<file path="src/sha1h_pkg.sv">
// sha1h_pkg: shared types, constants and key states for the sha1 hmac block
// no dependencies
`timescale 1ns / 1ps
package sha1h_pkg;

    localparam int QUEUE_DEPTH = 2;

    localparam logic [31:0] K0 = 32'h5A827999;
    localparam logic [31:0] K1 = 32'h6ED9EBA1;
    localparam logic [31:0] K2 = 32'h8F1BBCDC;
    localparam logic [31:0] K3 = 32'hCA62C1D6;

    localparam logic [63:0] HMAC_START_BITS = 64'd512;
    localparam logic [7:0]  PAD_MARK = 8'h80;
    localparam logic [4:0]  INNER_BYTES = 5'h14;

    localparam logic [1:0] REG_HASH_MODE   = 2'd0;
    localparam logic [1:0] REG_KEY_VERSION = 2'd1;

    typedef logic [4:0][31:0] chain_t;

    localparam chain_t SHA1_IV = {32'hC3D2E1F0, 32'h10325476, 32'h98BADCFE,
                                  32'hEFCDAB89, 32'h67452301};

    localparam chain_t INNER_STATE [4] = '{
        {32'h4BD717A4, 32'h77C32E3C, 32'h6D86A50C, 32'hE04613D2, 32'h85F9E51A},
        {32'h99958DAC, 32'hF55E226B, 32'hBE609BEA, 32'h336472B9, 32'h72127625},
        {32'h86BBD7ED, 32'h40B4389D, 32'hDBC6B498, 32'hC9BD25E8, 32'h39B06E79},
        {32'h08995B2C, 32'h8A3D920D, 32'h865A9762, 32'hF97D4E0E, 32'h8058763A}
    };

    localparam chain_t OUTER_STATE [4] = '{
        {32'h486B52B3, 32'h3137AB34, 32'hB82CCDBC, 32'hE1922BEB, 32'h5D7A9C6B},
        {32'hC4FE2DE8, 32'hB256FACA, 32'h2E8EF85E, 32'h4DE82659, 32'h76441D41},
        {32'hD96E7393, 32'hEBFE5FE5, 32'h6B8749CD, 32'h84B430FC, 32'h9B49BED3},
        {32'h168A5609, 32'h88DA9992, 32'h1186EEEA, 32'hA2F1E037, 32'h01075307}
    };

    typedef struct packed {
        logic [7:0] data_byte;
        logic       byte_valid;
        logic       last_of_message;
    } item_t;

    typedef struct packed {
        logic  vld;
        item_t item;
    } qhead_t;

    typedef enum logic [3:0] {
        ST_IDLE,
        ST_COMP,
        ST_ADD,
        ST_PAD80,
        ST_PADZ,
        ST_PADLEN,
        ST_FIN,
        ST_INNER,
        ST_OUT
    } state_t;

endpackage

</file>
<file path="src/sha1h_if.sv">
// sha1h_if: valid/ready channel interfaces for message beats and digest beats
// depends on nothing
`timescale 1ns / 1ps
interface sha1h_msg_if;
    logic       valid;
    logic       ready;
    logic [7:0] data_byte;
    logic       byte_valid;
    logic       last_of_message;
    modport source (output valid, data_byte, byte_valid, last_of_message, input ready);
    modport sink (input valid, data_byte, byte_valid, last_of_message, output ready);
endinterface

interface sha1h_dig_if;
    logic        valid;
    logic        ready;
    logic [31:0] digest_word;
    logic [2:0]  word_index;
    logic        last_word;
    modport source (output valid, digest_word, word_index, last_word, input ready);
    modport sink (input valid, digest_word, word_index, last_word, output ready);
endinterface

</file>
<file path="src/sha1h_front.sv">
// sha1h_front: takes message beats, drops beats that carry nothing, queues the rest
// depends on sha1h_pkg and sha1h_if
`timescale 1ns / 1ps
module sha1h_front (
    input  logic              clk,
    input  logic              rst_n,
    sha1h_msg_if.sink         msg,
    output sha1h_pkg::qhead_t head,
    input  logic              pop
);
    localparam int PW = $clog2(sha1h_pkg::QUEUE_DEPTH);

    sha1h_pkg::item_t mem_reg [sha1h_pkg::QUEUE_DEPTH];
    logic [PW-1:0] wptr_reg, wptr_next, rptr_reg, rptr_next;
    logic [PW:0]   cnt_reg, cnt_next;
    logic          push, keep, do_pop;

    assign msg.ready = (cnt_reg != (PW+1)'(sha1h_pkg::QUEUE_DEPTH));
    assign keep      = msg.byte_valid | msg.last_of_message;
    assign push      = msg.valid & msg.ready & keep;
    assign do_pop    = pop & (cnt_reg != '0);

    assign head = {(cnt_reg != '0), mem_reg[rptr_reg]};

    always_comb
    begin
        wptr_next = push ? wptr_reg + 1'b1 : wptr_reg;
        rptr_next = do_pop ? rptr_reg + 1'b1 : rptr_reg;
        cnt_next  = cnt_reg + (PW+1)'(push) - (PW+1)'(do_pop);
    end

    always_ff @(posedge clk)
    begin
        if (push)
        begin
            mem_reg[wptr_reg] <= '{msg.data_byte, msg.byte_valid, msg.last_of_message};
        end
    end

    always_ff @(posedge clk or negedge rst_n)
    begin
        if (!rst_n)
        begin
            wptr_reg <= '0;
            rptr_reg <= '0;
            cnt_reg  <= '0;
        end
        else
        begin
            wptr_reg <= wptr_next;
            rptr_reg <= rptr_next;
            cnt_reg  <= cnt_next;
        end
    end
endmodule

</file>
<file path="src/sha1h_back.sv">
// sha1h_back: block buffer, padding sequencer, 80-round compression, hmac passes
// depends on sha1h_pkg and sha1h_if
`timescale 1ns / 1ps
module sha1h_back (
    input  logic              clk,
    input  logic              rst_n,
    input  sha1h_pkg::qhead_t head,
    output logic              pop,
    input  logic              cfg_we,
    input  logic [1:0]        cfg_index,
    input  logic [1:0]        cfg_data,
    sha1h_dig_if.source       dig
);
    sha1h_pkg::state_t state_reg, state_next, ret_reg, ret_next;
    sha1h_pkg::chain_t chain_reg, chain_next;
    logic [511:0]  buf_reg, buf_next;
    logic [5:0]    fill_reg, fill_next;
    logic [63:0]   bits_reg, bits_next;
    logic [6:0]    cnt_reg, cnt_next;
    logic [31:0]   a_reg, b_reg, c_reg, d_reg, e_reg;
    logic [31:0]   a_next, b_next, c_next, d_next, e_next;
    logic [159:0]  inner_reg, inner_next;
    logic          outer_reg, outer_next;
    logic          mode_reg, mode_next;
    logic [1:0]    ver_reg, ver_next;
    logic [31:0]   f, k, wnew, tmp;
    logic          ab_en;
    logic [7:0]    ab_byte;

    always_comb
    begin
        if (cnt_reg < 7'd20)
        begin
            f = (b_reg & c_reg) | (~b_reg & d_reg);
            k = sha1h_pkg::K0;
        end
        else if (cnt_reg < 7'd40)
        begin
            f = b_reg ^ c_reg ^ d_reg;
            k = sha1h_pkg::K1;
        end
        else if (cnt_reg < 7'd60)
        begin
            f = (b_reg & c_reg) | (b_reg & d_reg) | (c_reg & d_reg);
            k = sha1h_pkg::K2;
        end
        else
        begin
            f = b_reg ^ c_reg ^ d_reg;
            k = sha1h_pkg::K3;
        end
        wnew = buf_reg[95:64] ^ buf_reg[255:224] ^ buf_reg[447:416] ^ buf_reg[511:480];
        wnew = {wnew[30:0], wnew[31]};
        tmp  = {a_reg[26:0], a_reg[31:27]} + f + e_reg + buf_reg[511:480] + k;
    end

    assign dig.valid       = (state_reg == sha1h_pkg::ST_OUT);
    assign dig.digest_word = chain_reg[cnt_reg[2:0]];
    assign dig.word_index  = cnt_reg[2:0];
    assign dig.last_word   = (cnt_reg[2:0] == 3'd4);

    always_comb
    begin
        state_next = state_reg;
        ret_next   = ret_reg;
        chain_next = chain_reg;
        buf_next   = buf_reg;
        fill_next  = fill_reg;
        bits_next  = bits_reg;
        cnt_next   = cnt_reg;
        a_next = a_reg; b_next = b_reg; c_next = c_reg; d_next = d_reg; e_next = e_reg;
        inner_next = inner_reg;
        outer_next = outer_reg;
        mode_next  = mode_reg;
        ver_next   = ver_reg;
        pop        = 1'b0;
        ab_en      = 1'b0;
        ab_byte    = 8'h00;

        case (state_reg)
            sha1h_pkg::ST_IDLE:
            begin
                if (head.vld)
                begin
                    pop = 1'b1;
                    if (head.item.byte_valid)
                    begin
                        ab_en     = 1'b1;
                        ab_byte   = head.item.data_byte;
                        bits_next = bits_reg + 64'd8;
                    end
                    ret_next = head.item.last_of_message ? sha1h_pkg::ST_PAD80
                                                         : sha1h_pkg::ST_IDLE;
                    if (!(head.item.byte_valid && fill_reg == 6'd63))
                    begin
                        state_next = ret_next;
                    end
                end
            end
            sha1h_pkg::ST_PAD80:
            begin
                ab_en      = 1'b1;
                ab_byte    = sha1h_pkg::PAD_MARK;
                ret_next   = sha1h_pkg::ST_PADZ;
                state_next = sha1h_pkg::ST_PADZ;
            end
            sha1h_pkg::ST_PADZ:
            begin
                if (fill_reg == 6'd56)
                begin
                    state_next = sha1h_pkg::ST_PADLEN;
                end
                else
                begin
                    ab_en    = 1'b1;
                    ret_next = sha1h_pkg::ST_PADZ;
                end
            end
            sha1h_pkg::ST_PADLEN:
            begin
                ab_en     = 1'b1;
                ab_byte   = bits_reg[63:56];
                bits_next = {bits_reg[55:0], 8'h00};
                ret_next  = sha1h_pkg::ST_FIN;
            end
            sha1h_pkg::ST_COMP:
            begin
                e_next   = d_reg;
                d_next   = c_reg;
                c_next   = {b_reg[1:0], b_reg[31:2]};
                b_next   = a_reg;
                a_next   = tmp;
                buf_next = {buf_reg[479:0], wnew};
                cnt_next = cnt_reg + 7'd1;
                if (cnt_reg == 7'd79)
                begin
                    state_next = sha1h_pkg::ST_ADD;
                end
            end
            sha1h_pkg::ST_ADD:
            begin
                chain_next[0] = chain_reg[0] + a_reg;
                chain_next[1] = chain_reg[1] + b_reg;
                chain_next[2] = chain_reg[2] + c_reg;
                chain_next[3] = chain_reg[3] + d_reg;
                chain_next[4] = chain_reg[4] + e_reg;
                cnt_next      = '0;
                state_next    = ret_reg;
            end
            sha1h_pkg::ST_FIN:
            begin
                cnt_next = '0;
                if (mode_reg && !outer_reg)
                begin
                    inner_next = chain_reg;
                    inner_next = {chain_reg[0], chain_reg[1], chain_reg[2],
                                  chain_reg[3], chain_reg[4]};
                    chain_next = sha1h_pkg::OUTER_STATE[ver_reg];
                    bits_next  = sha1h_pkg::HMAC_START_BITS;
                    outer_next = 1'b1;
                    state_next = sha1h_pkg::ST_INNER;
                end
                else
                begin
                    state_next = sha1h_pkg::ST_OUT;
                end
            end
            sha1h_pkg::ST_INNER:
            begin
                ab_en      = 1'b1;
                ab_byte    = inner_reg[159:152];
                inner_next = {inner_reg[151:0], 8'h00};
                bits_next  = bits_reg + 64'd8;
                cnt_next   = cnt_reg + 7'd1;
                if (cnt_reg[4:0] == sha1h_pkg::INNER_BYTES - 5'd1)
                begin
                    cnt_next   = '0;
                    state_next = sha1h_pkg::ST_PAD80;
                end
            end
            sha1h_pkg::ST_OUT:
            begin
                if (dig.ready)
                begin
                    cnt_next = cnt_reg + 7'd1;
                    if (cnt_reg[2:0] == 3'd4)
                    begin
                        cnt_next   = '0;
                        chain_next = mode_reg ? sha1h_pkg::INNER_STATE[ver_reg]
                                              : sha1h_pkg::SHA1_IV;
                        bits_next  = mode_reg ? sha1h_pkg::HMAC_START_BITS : '0;
                        fill_next  = '0;
                        outer_next = 1'b0;
                        state_next = sha1h_pkg::ST_IDLE;
                    end
                end
            end
            default:
            begin
                state_next = sha1h_pkg::ST_IDLE;
            end
        endcase

        // byte append, and compression start on a full block
        if (ab_en)
        begin
            buf_next  = {buf_reg[503:0], ab_byte};
            fill_next = fill_reg + 6'd1;
            if (fill_reg == 6'd63)
            begin
                a_next     = chain_reg[0];
                b_next     = chain_reg[1];
                c_next     = chain_reg[2];
                d_next     = chain_reg[3];
                e_next     = chain_reg[4];
                cnt_next   = '0;
                state_next = sha1h_pkg::ST_COMP;
            end
            else if (state_reg == sha1h_pkg::ST_PADLEN)
            begin
                state_next = sha1h_pkg::ST_PADLEN;
            end
        end

        if (cfg_we && (cfg_index == sha1h_pkg::REG_HASH_MODE ||
                       cfg_index == sha1h_pkg::REG_KEY_VERSION))
        begin
            if (cfg_index == sha1h_pkg::REG_HASH_MODE)
            begin
                mode_next = cfg_data[0];
            end
            else
            begin
                ver_next = cfg_data;
            end
            chain_next = mode_next ? sha1h_pkg::INNER_STATE[ver_next] : sha1h_pkg::SHA1_IV;
            bits_next  = mode_next ? sha1h_pkg::HMAC_START_BITS : '0;
            fill_next  = '0;
            outer_next = 1'b0;
            cnt_next   = '0;
            state_next = sha1h_pkg::ST_IDLE;
        end
    end

    always_ff @(posedge clk)
    begin
        buf_reg   <= buf_next;
        a_reg     <= a_next;
        b_reg     <= b_next;
        c_reg     <= c_next;
        d_reg     <= d_next;
        e_reg     <= e_next;
        inner_reg <= inner_next;
    end

    always_ff @(posedge clk or negedge rst_n)
    begin
        if (!rst_n)
        begin
            state_reg <= sha1h_pkg::ST_IDLE;
            ret_reg   <= sha1h_pkg::ST_IDLE;
            chain_reg <= sha1h_pkg::SHA1_IV;
            fill_reg  <= '0;
            bits_reg  <= '0;
            cnt_reg   <= '0;
            outer_reg <= 1'b0;
            mode_reg  <= 1'b0;
            ver_reg   <= '0;
        end
        else
        begin
            state_reg <= state_next;
            ret_reg   <= ret_next;
            chain_reg <= chain_next;
            fill_reg  <= fill_next;
            bits_reg  <= bits_next;
            cnt_reg   <= cnt_next;
            outer_reg <= outer_next;
            mode_reg  <= mode_next;
            ver_reg   <= ver_next;
        end
    end
endmodule

</file>
<file path="src/sha1_with_preset_key_hmac.sv">
// sha1_with_preset_key_hmac: top level, byte-fed sha-1 with preset-key hmac
// depends on sha1h_pkg, sha1h_if, sha1h_front, sha1h_back
//
//  channel  dir  beat                                         accepted when
//  msg      in   data_byte, byte_valid, last_of_message        msg.valid & msg.ready
//  dig      out  digest_word, word_index, last_word            dig.valid & dig.ready
//  cfg      in   cfg_index, cfg_data                           cfg_we
//
// bytes are appended at one per cycle; each full 64-byte block then runs in the
// shared round unit (80 rounds and the chaining add) before more bytes are taken
// a message end adds padding at one byte per cycle, stalling for each full block,
// an hmac outer pass, then 5 digest beats; a 2-beat queue holds msg beats meanwhile
// rst_n is asynchronous, active low; the back end waits while dig is stalled
`timescale 1ns / 1ps
module sha1_with_preset_key_hmac (
    input  logic        clk,
    input  logic        rst_n,
    sha1h_msg_if.sink   msg,
    sha1h_dig_if.source dig,
    input  logic        cfg_we,
    input  logic [1:0]  cfg_index,
    input  logic [1:0]  cfg_data
);
    sha1h_pkg::qhead_t head;
    logic              pop;

    sha1h_front u_front (
        .clk   (clk),
        .rst_n (rst_n),
        .msg   (msg),
        .head  (head),
        .pop   (pop)
    );

    sha1h_back u_back (
        .clk       (clk),
        .rst_n     (rst_n),
        .head      (head),
        .pop       (pop),
        .cfg_we    (cfg_we),
        .cfg_index (cfg_index),
        .cfg_data  (cfg_data),
        .dig       (dig)
    );
endmodule

</file>
<file path="src/flat_wrapper.sv">
// flat-port wrapper written by rule: the top's interface ports become plain ports
module sha1_with_preset_key_hmac_flat 
  (clk, rst_n, cfg_we, cfg_index, cfg_data, msg_valid, msg_data_byte, msg_byte_valid, msg_last_of_message, msg_ready, dig_valid, dig_digest_word, dig_word_index, dig_last_word, dig_ready);
  sha1h_msg_if msg_i ();
  sha1h_dig_if dig_i ();
  input  logic clk;
  input  logic rst_n;
  input  logic cfg_we;
  input  logic [1:0] cfg_index;
  input  logic [1:0] cfg_data;
  input wire logic [$bits(msg_i.valid)-1:0] msg_valid;
  input wire logic [$bits(msg_i.data_byte)-1:0] msg_data_byte;
  input wire logic [$bits(msg_i.byte_valid)-1:0] msg_byte_valid;
  input wire logic [$bits(msg_i.last_of_message)-1:0] msg_last_of_message;
  output wire logic [$bits(msg_i.ready)-1:0] msg_ready;
  output wire logic [$bits(dig_i.valid)-1:0] dig_valid;
  output wire logic [$bits(dig_i.digest_word)-1:0] dig_digest_word;
  output wire logic [$bits(dig_i.word_index)-1:0] dig_word_index;
  output wire logic [$bits(dig_i.last_word)-1:0] dig_last_word;
  input wire logic [$bits(dig_i.ready)-1:0] dig_ready;
  assign msg_i.valid = msg_valid;
  assign msg_i.data_byte = msg_data_byte;
  assign msg_i.byte_valid = msg_byte_valid;
  assign msg_i.last_of_message = msg_last_of_message;
  assign msg_ready = msg_i.ready;
  assign dig_valid = dig_i.valid;
  assign dig_digest_word = dig_i.digest_word;
  assign dig_word_index = dig_i.word_index;
  assign dig_last_word = dig_i.last_word;
  assign dig_i.ready = dig_ready;
  sha1_with_preset_key_hmac u_core (.clk(clk), .rst_n(rst_n), .msg(msg_i), .dig(dig_i), .cfg_we(cfg_we), .cfg_index(cfg_index), .cfg_data(cfg_data));
endmodule
</file>
<file path="config.mk">
export PLATFORM = sky130hd
export DESIGN_NAME = sha1_with_preset_key_hmac_flat
export DESIGN_NICKNAME = d
export VERILOG_FILES = /design/src/sha1h_pkg.sv /design/src/sha1h_if.sv /design/src/sha1h_front.sv /design/src/sha1h_back.sv /design/src/sha1_with_preset_key_hmac.sv /design/src/flat_wrapper.sv
export SDC_FILE = /design/constraint.sdc
export NUM_CORES = 2
export LEC_CHECK = 0
export ABC_AREA = 1
export BUFFER_PORTS_ARGS = -buffer_cell sky130_fd_sc_hd__buf_4
export CORE_AREA = 2 2 376 378
export DETAILED_ROUTE_END_ITERATION = 12
export DIE_AREA = 0 0 378 380
export SLEW_MARGIN = 20
export SYNTH_ARGS = -nofsm -noshare
export SYNTH_HDL_FRONTEND = slang
export SYNTH_HIERARCHICAL = 1
export SYNTH_SLANG_ARGS = --single-unit
</file>
<file path="constraint.sdc">
create_clock -name clk -period 18 [get_ports clk]
set_input_delay 1.8 -clock clk [delete_from_list [all_inputs] [get_ports clk]]
set_output_delay 1.8 -clock clk [all_outputs]
set_load 0.05 [all_outputs]
</file>
==> impl_metrics.py <==
metrics = {
    "yosys": {
        "yosysSeqAreaShare_pct": 43.8,
        "async_reset_ff_share_pct": 22.6,
        "syn_area_per_cell_sq_um": 7.49,
        "synth_flop_cell": "edfxtp_1",
        "synthDistinctLibCells": 56,
        "yosysWarnings": 6,
        "synth_top_area_share_pct": 30.0,
        "ys_ff_latch": 1101,
        "synthTopCellsByArea": "edfxtp_1, nand2_1, dfrtp_1",
        "syn-cell-area_sq_mm": 0.0692,
        "synth_edf_count": 692,
        "synth_nets": 9601,
        "syn_inst": 9250,
        "yosysMostFrequentCell": "nand2_1",
        "ys_top_cells_by_count": "nand2_1, inv_1, o21ai_0",
        "yosys.area.top_type": "edfxtp_1",
    },
    "placement": {
        "place.gp.congestion": 1.16,
        "dp_hpwl_um": 228000,
        "portBuffers": 56,
        "numPlacedInstances": 10940,
    },
    "worst_setup_path": {
        "crit_type": "flip-flop to flip-flop",
        "path_cells": "or2_2 > nor2_2 > buf_4 > inv_1 > nand2_1 > inv_2 > a221oi_1 > fa_1 > fa_1 > inv_1 > ha_1 > inv_1 > fa_1 > o21ai_0 > nand4_1 > nand3_1 > nand2_1 > nand3_1 > nand3_1 > nand2_1 > nand2_1",
        "worst-endpoint-required_ps": 18640,
        "regToRegSetupSlack_ps": 11760,
        "arrival_ps": 6880,
        "end_kind": "flip-flop",
        "worstSetupStartpointType": "flip-flop",
        "timing.rr.start": "u_core/u_back/cnt_reg[5]",
        "crit_path_max_fanout": 25,
        "critPathBufInv": 5,
        "max_stage_delay_ps": 620,
        "critPathTopFamily": "simple AND/OR/NAND/NOR gates",
        "rr_worst_depth": 21,
        "cp_slowest_cell": "nand2_1",
        "cpMostUsedCell": "nand2_1",
        "r2r-end": "u_core/u_back/a_reg[29]",
    },
    "clock_network": {
        "cts_setup_buffers": 0,
        "cts_tree": "done",
        "clk-insertion-delay-late_ps": 780,
        "cts_num_sinks": 1101,
        "clkTransAtPathRegs_ps": 60,
        "postCtsHoldBufs": 0,
        "cts_buffers": 121,
        "cts_buffer_depth": 3,
        "htreeDepth": 3,
        "ctsResizeCount": 0,
        "cts_root_buf": "clkbuf_16",
    },
    "min_path": {
        "hp-class": "flip-flop to flip-flop",
        "holdPathStages": 2,
        "holdPathEnd": "u_core/u_back/chain_reg[84]",
        "hp-start": "u_core/u_back/chain_reg[84]",
    },
    "die": {
        "core_area_sq_mm": 0.139,
        "dieArea_sq_mm": 0.144,
        "initial_utilization_pct": 49.7,
        "io_pins": 57,
        "die_h_um": 380,
        "fp.dieW_um": 378,
        "rows": 137,
    },
    "timing": {
        "worstMarginPinSlew_ps": 1350,
        "rsz0062_at_grt": "false",
        "finalHoldViolCount": 0,
        "fin_tns_setup_ps": 0,
        "fmax_mhz": 160,
        "clock_skew_ps": 40.9,
        "slew_violations": 0,
        "relSlewSlack_pct": 9.12,
        "period_minus_slack_ps": 6240,
        "timing.final.crit_share_pct": 34.6,
        "setup_viol": 0,
    },
    "detailed_routing": {
        "drt-initial-drc-count": 10107,
        "vias": 65755,
        "wire_per_inst_um": 26.9,
        "viasPerCell": 5.87,
        "drc_errors": 0,
        "totalWireLength_um": 301000,
        "first_pass_iters": 7,
        "ant_nets": 0,
    },
    "layout": {
        "finalNonFillerCells": 11193,
        "area_growth_pct": 8.99,
        "nets": 9540,
        "largest_register_ffs": 512,
        "drive_gt1_share_pct": 5.31,
    },
    "grt": {
        "grt_max_degree": 264,
        "grt_antenna_before_repair": 32,
        "grt_pass1_wl_um": 427000,
        "track_usage_pct": 41.3,
        "overflow": 0,
        "grt_pass1_vias": 60035,
    },
    "flow_run": {
        "drv_cap": 0,
    },
    "outcome": {
        "status": "finished, final reports clean",
    },
}
cell usage in the layout (no fill, tap or decap), drive strengths merged, types with 28 or more instances in the layout:
cell / synthesis / final
nor2: 542 / 542
o22ai: 43 / 43
buf: 178 / 151
inv: 1043 / 1045
nand3: 424 / 424
xnor2: 116 / 116
clkbuf: 157 / 165
nor3: 72 / 72
o21ai: 810 / 810
xor2: 59 / 59
o21bai: 40 / 40
dfrtp: 169 / 169
a31oi: 28 / 28
ha: 207 / 207
nand2: 3706 / 3706
clkinv: 3 / 54
edfxtp: 692 / 692
nand4: 56 / 56
dfstp: 80 / 80
dfxtp: 160 / 160
a21oi: 365 / 365
fa: 125 / 125
layout make-up:
| type | instances | area [sq um] |
|---|---|---|
| antenna | 20 | 50.0 |
| clock buffer | 165 | 3340 |
| clock inverter | 66 | 656 |
| fill | 13574 | 63700 |
| inverter | 1046 | 3940 |
| multi-input combinational | 6768 | 33600 |
| sequential | 1101 | 30300 |
| tap | 1876 | 2350 |
| timing repair buffer | 151 | 1230 |
tightest hold or removal path, delay by kind of cell (launching register included):
kind	cells	cell delay, ps
DFF	1	390
and+or+nand+nor	2	110
worst max path at each step:
stage / from / slack, ps / end / cells after the start
2_1_floorplan: u_core/u_front/rptr_reg / 4510 / u_core/u_back/buf_reg[0] / 12
3_3_place_gp: u_core/u_front/rptr_reg / 11860 / u_core/u_back/buf_reg[375] / 12
3_5_place_dp: u_core/u_front/rptr_reg / 11780 / u_core/u_back/buf_reg[128] / 12
4_1_cts: u_core/u_front/rptr_reg / 11770 / u_core/u_back/buf_reg[0] / 12
5_1_grt: u_core/u_front/rptr_reg / 11200 / u_core/u_back/buf_reg[503] / 12
6_report: u_core/u_back/cnt_reg[5] / 11760 / u_core/u_back/a_reg[29] / 21
metal layers:
layer,track usage [%],routed length (um),vias to the layer above
met2,57.9,123000,3953
met3,13.4,37300,947
met4,26.5,23300,20
li1,-,-,29740
met5,0,135,-
met1,54.7,118000,31095
metrics by stage:
step                      utilization (%)  hold slack (ps)  setup slack (ps)  instance area, sq um
after floorplan                         -              452              4510                 69200
after global placement               51.3              470             11860                 71400
after detailed placement             51.3              483             11780                 71400
after CTS                            54.1              498             11770                 75400
after global routing                 54.2              509             11200                 75400
final                                54.2              502             11760                 75500
cell families (layout without fill, tap and decap cells):
logic type	count (synthesis)	after routing	share of synthesized area, %
and+or+nand+nor	4865	4865	27.9
AOI/OAI and AO/OA	1396	1396	10.8
buffers and inverters	1381	1428	7.87
DFF	1101	1101	43.8
adders and majority gates	332	332	7.35
xor gates and xnor gates	175	175	2.21
other	0	20	0
Power is not shown: default switching activity piles up to over one toggle a cycle in this logic, so the estimate is an artifact.
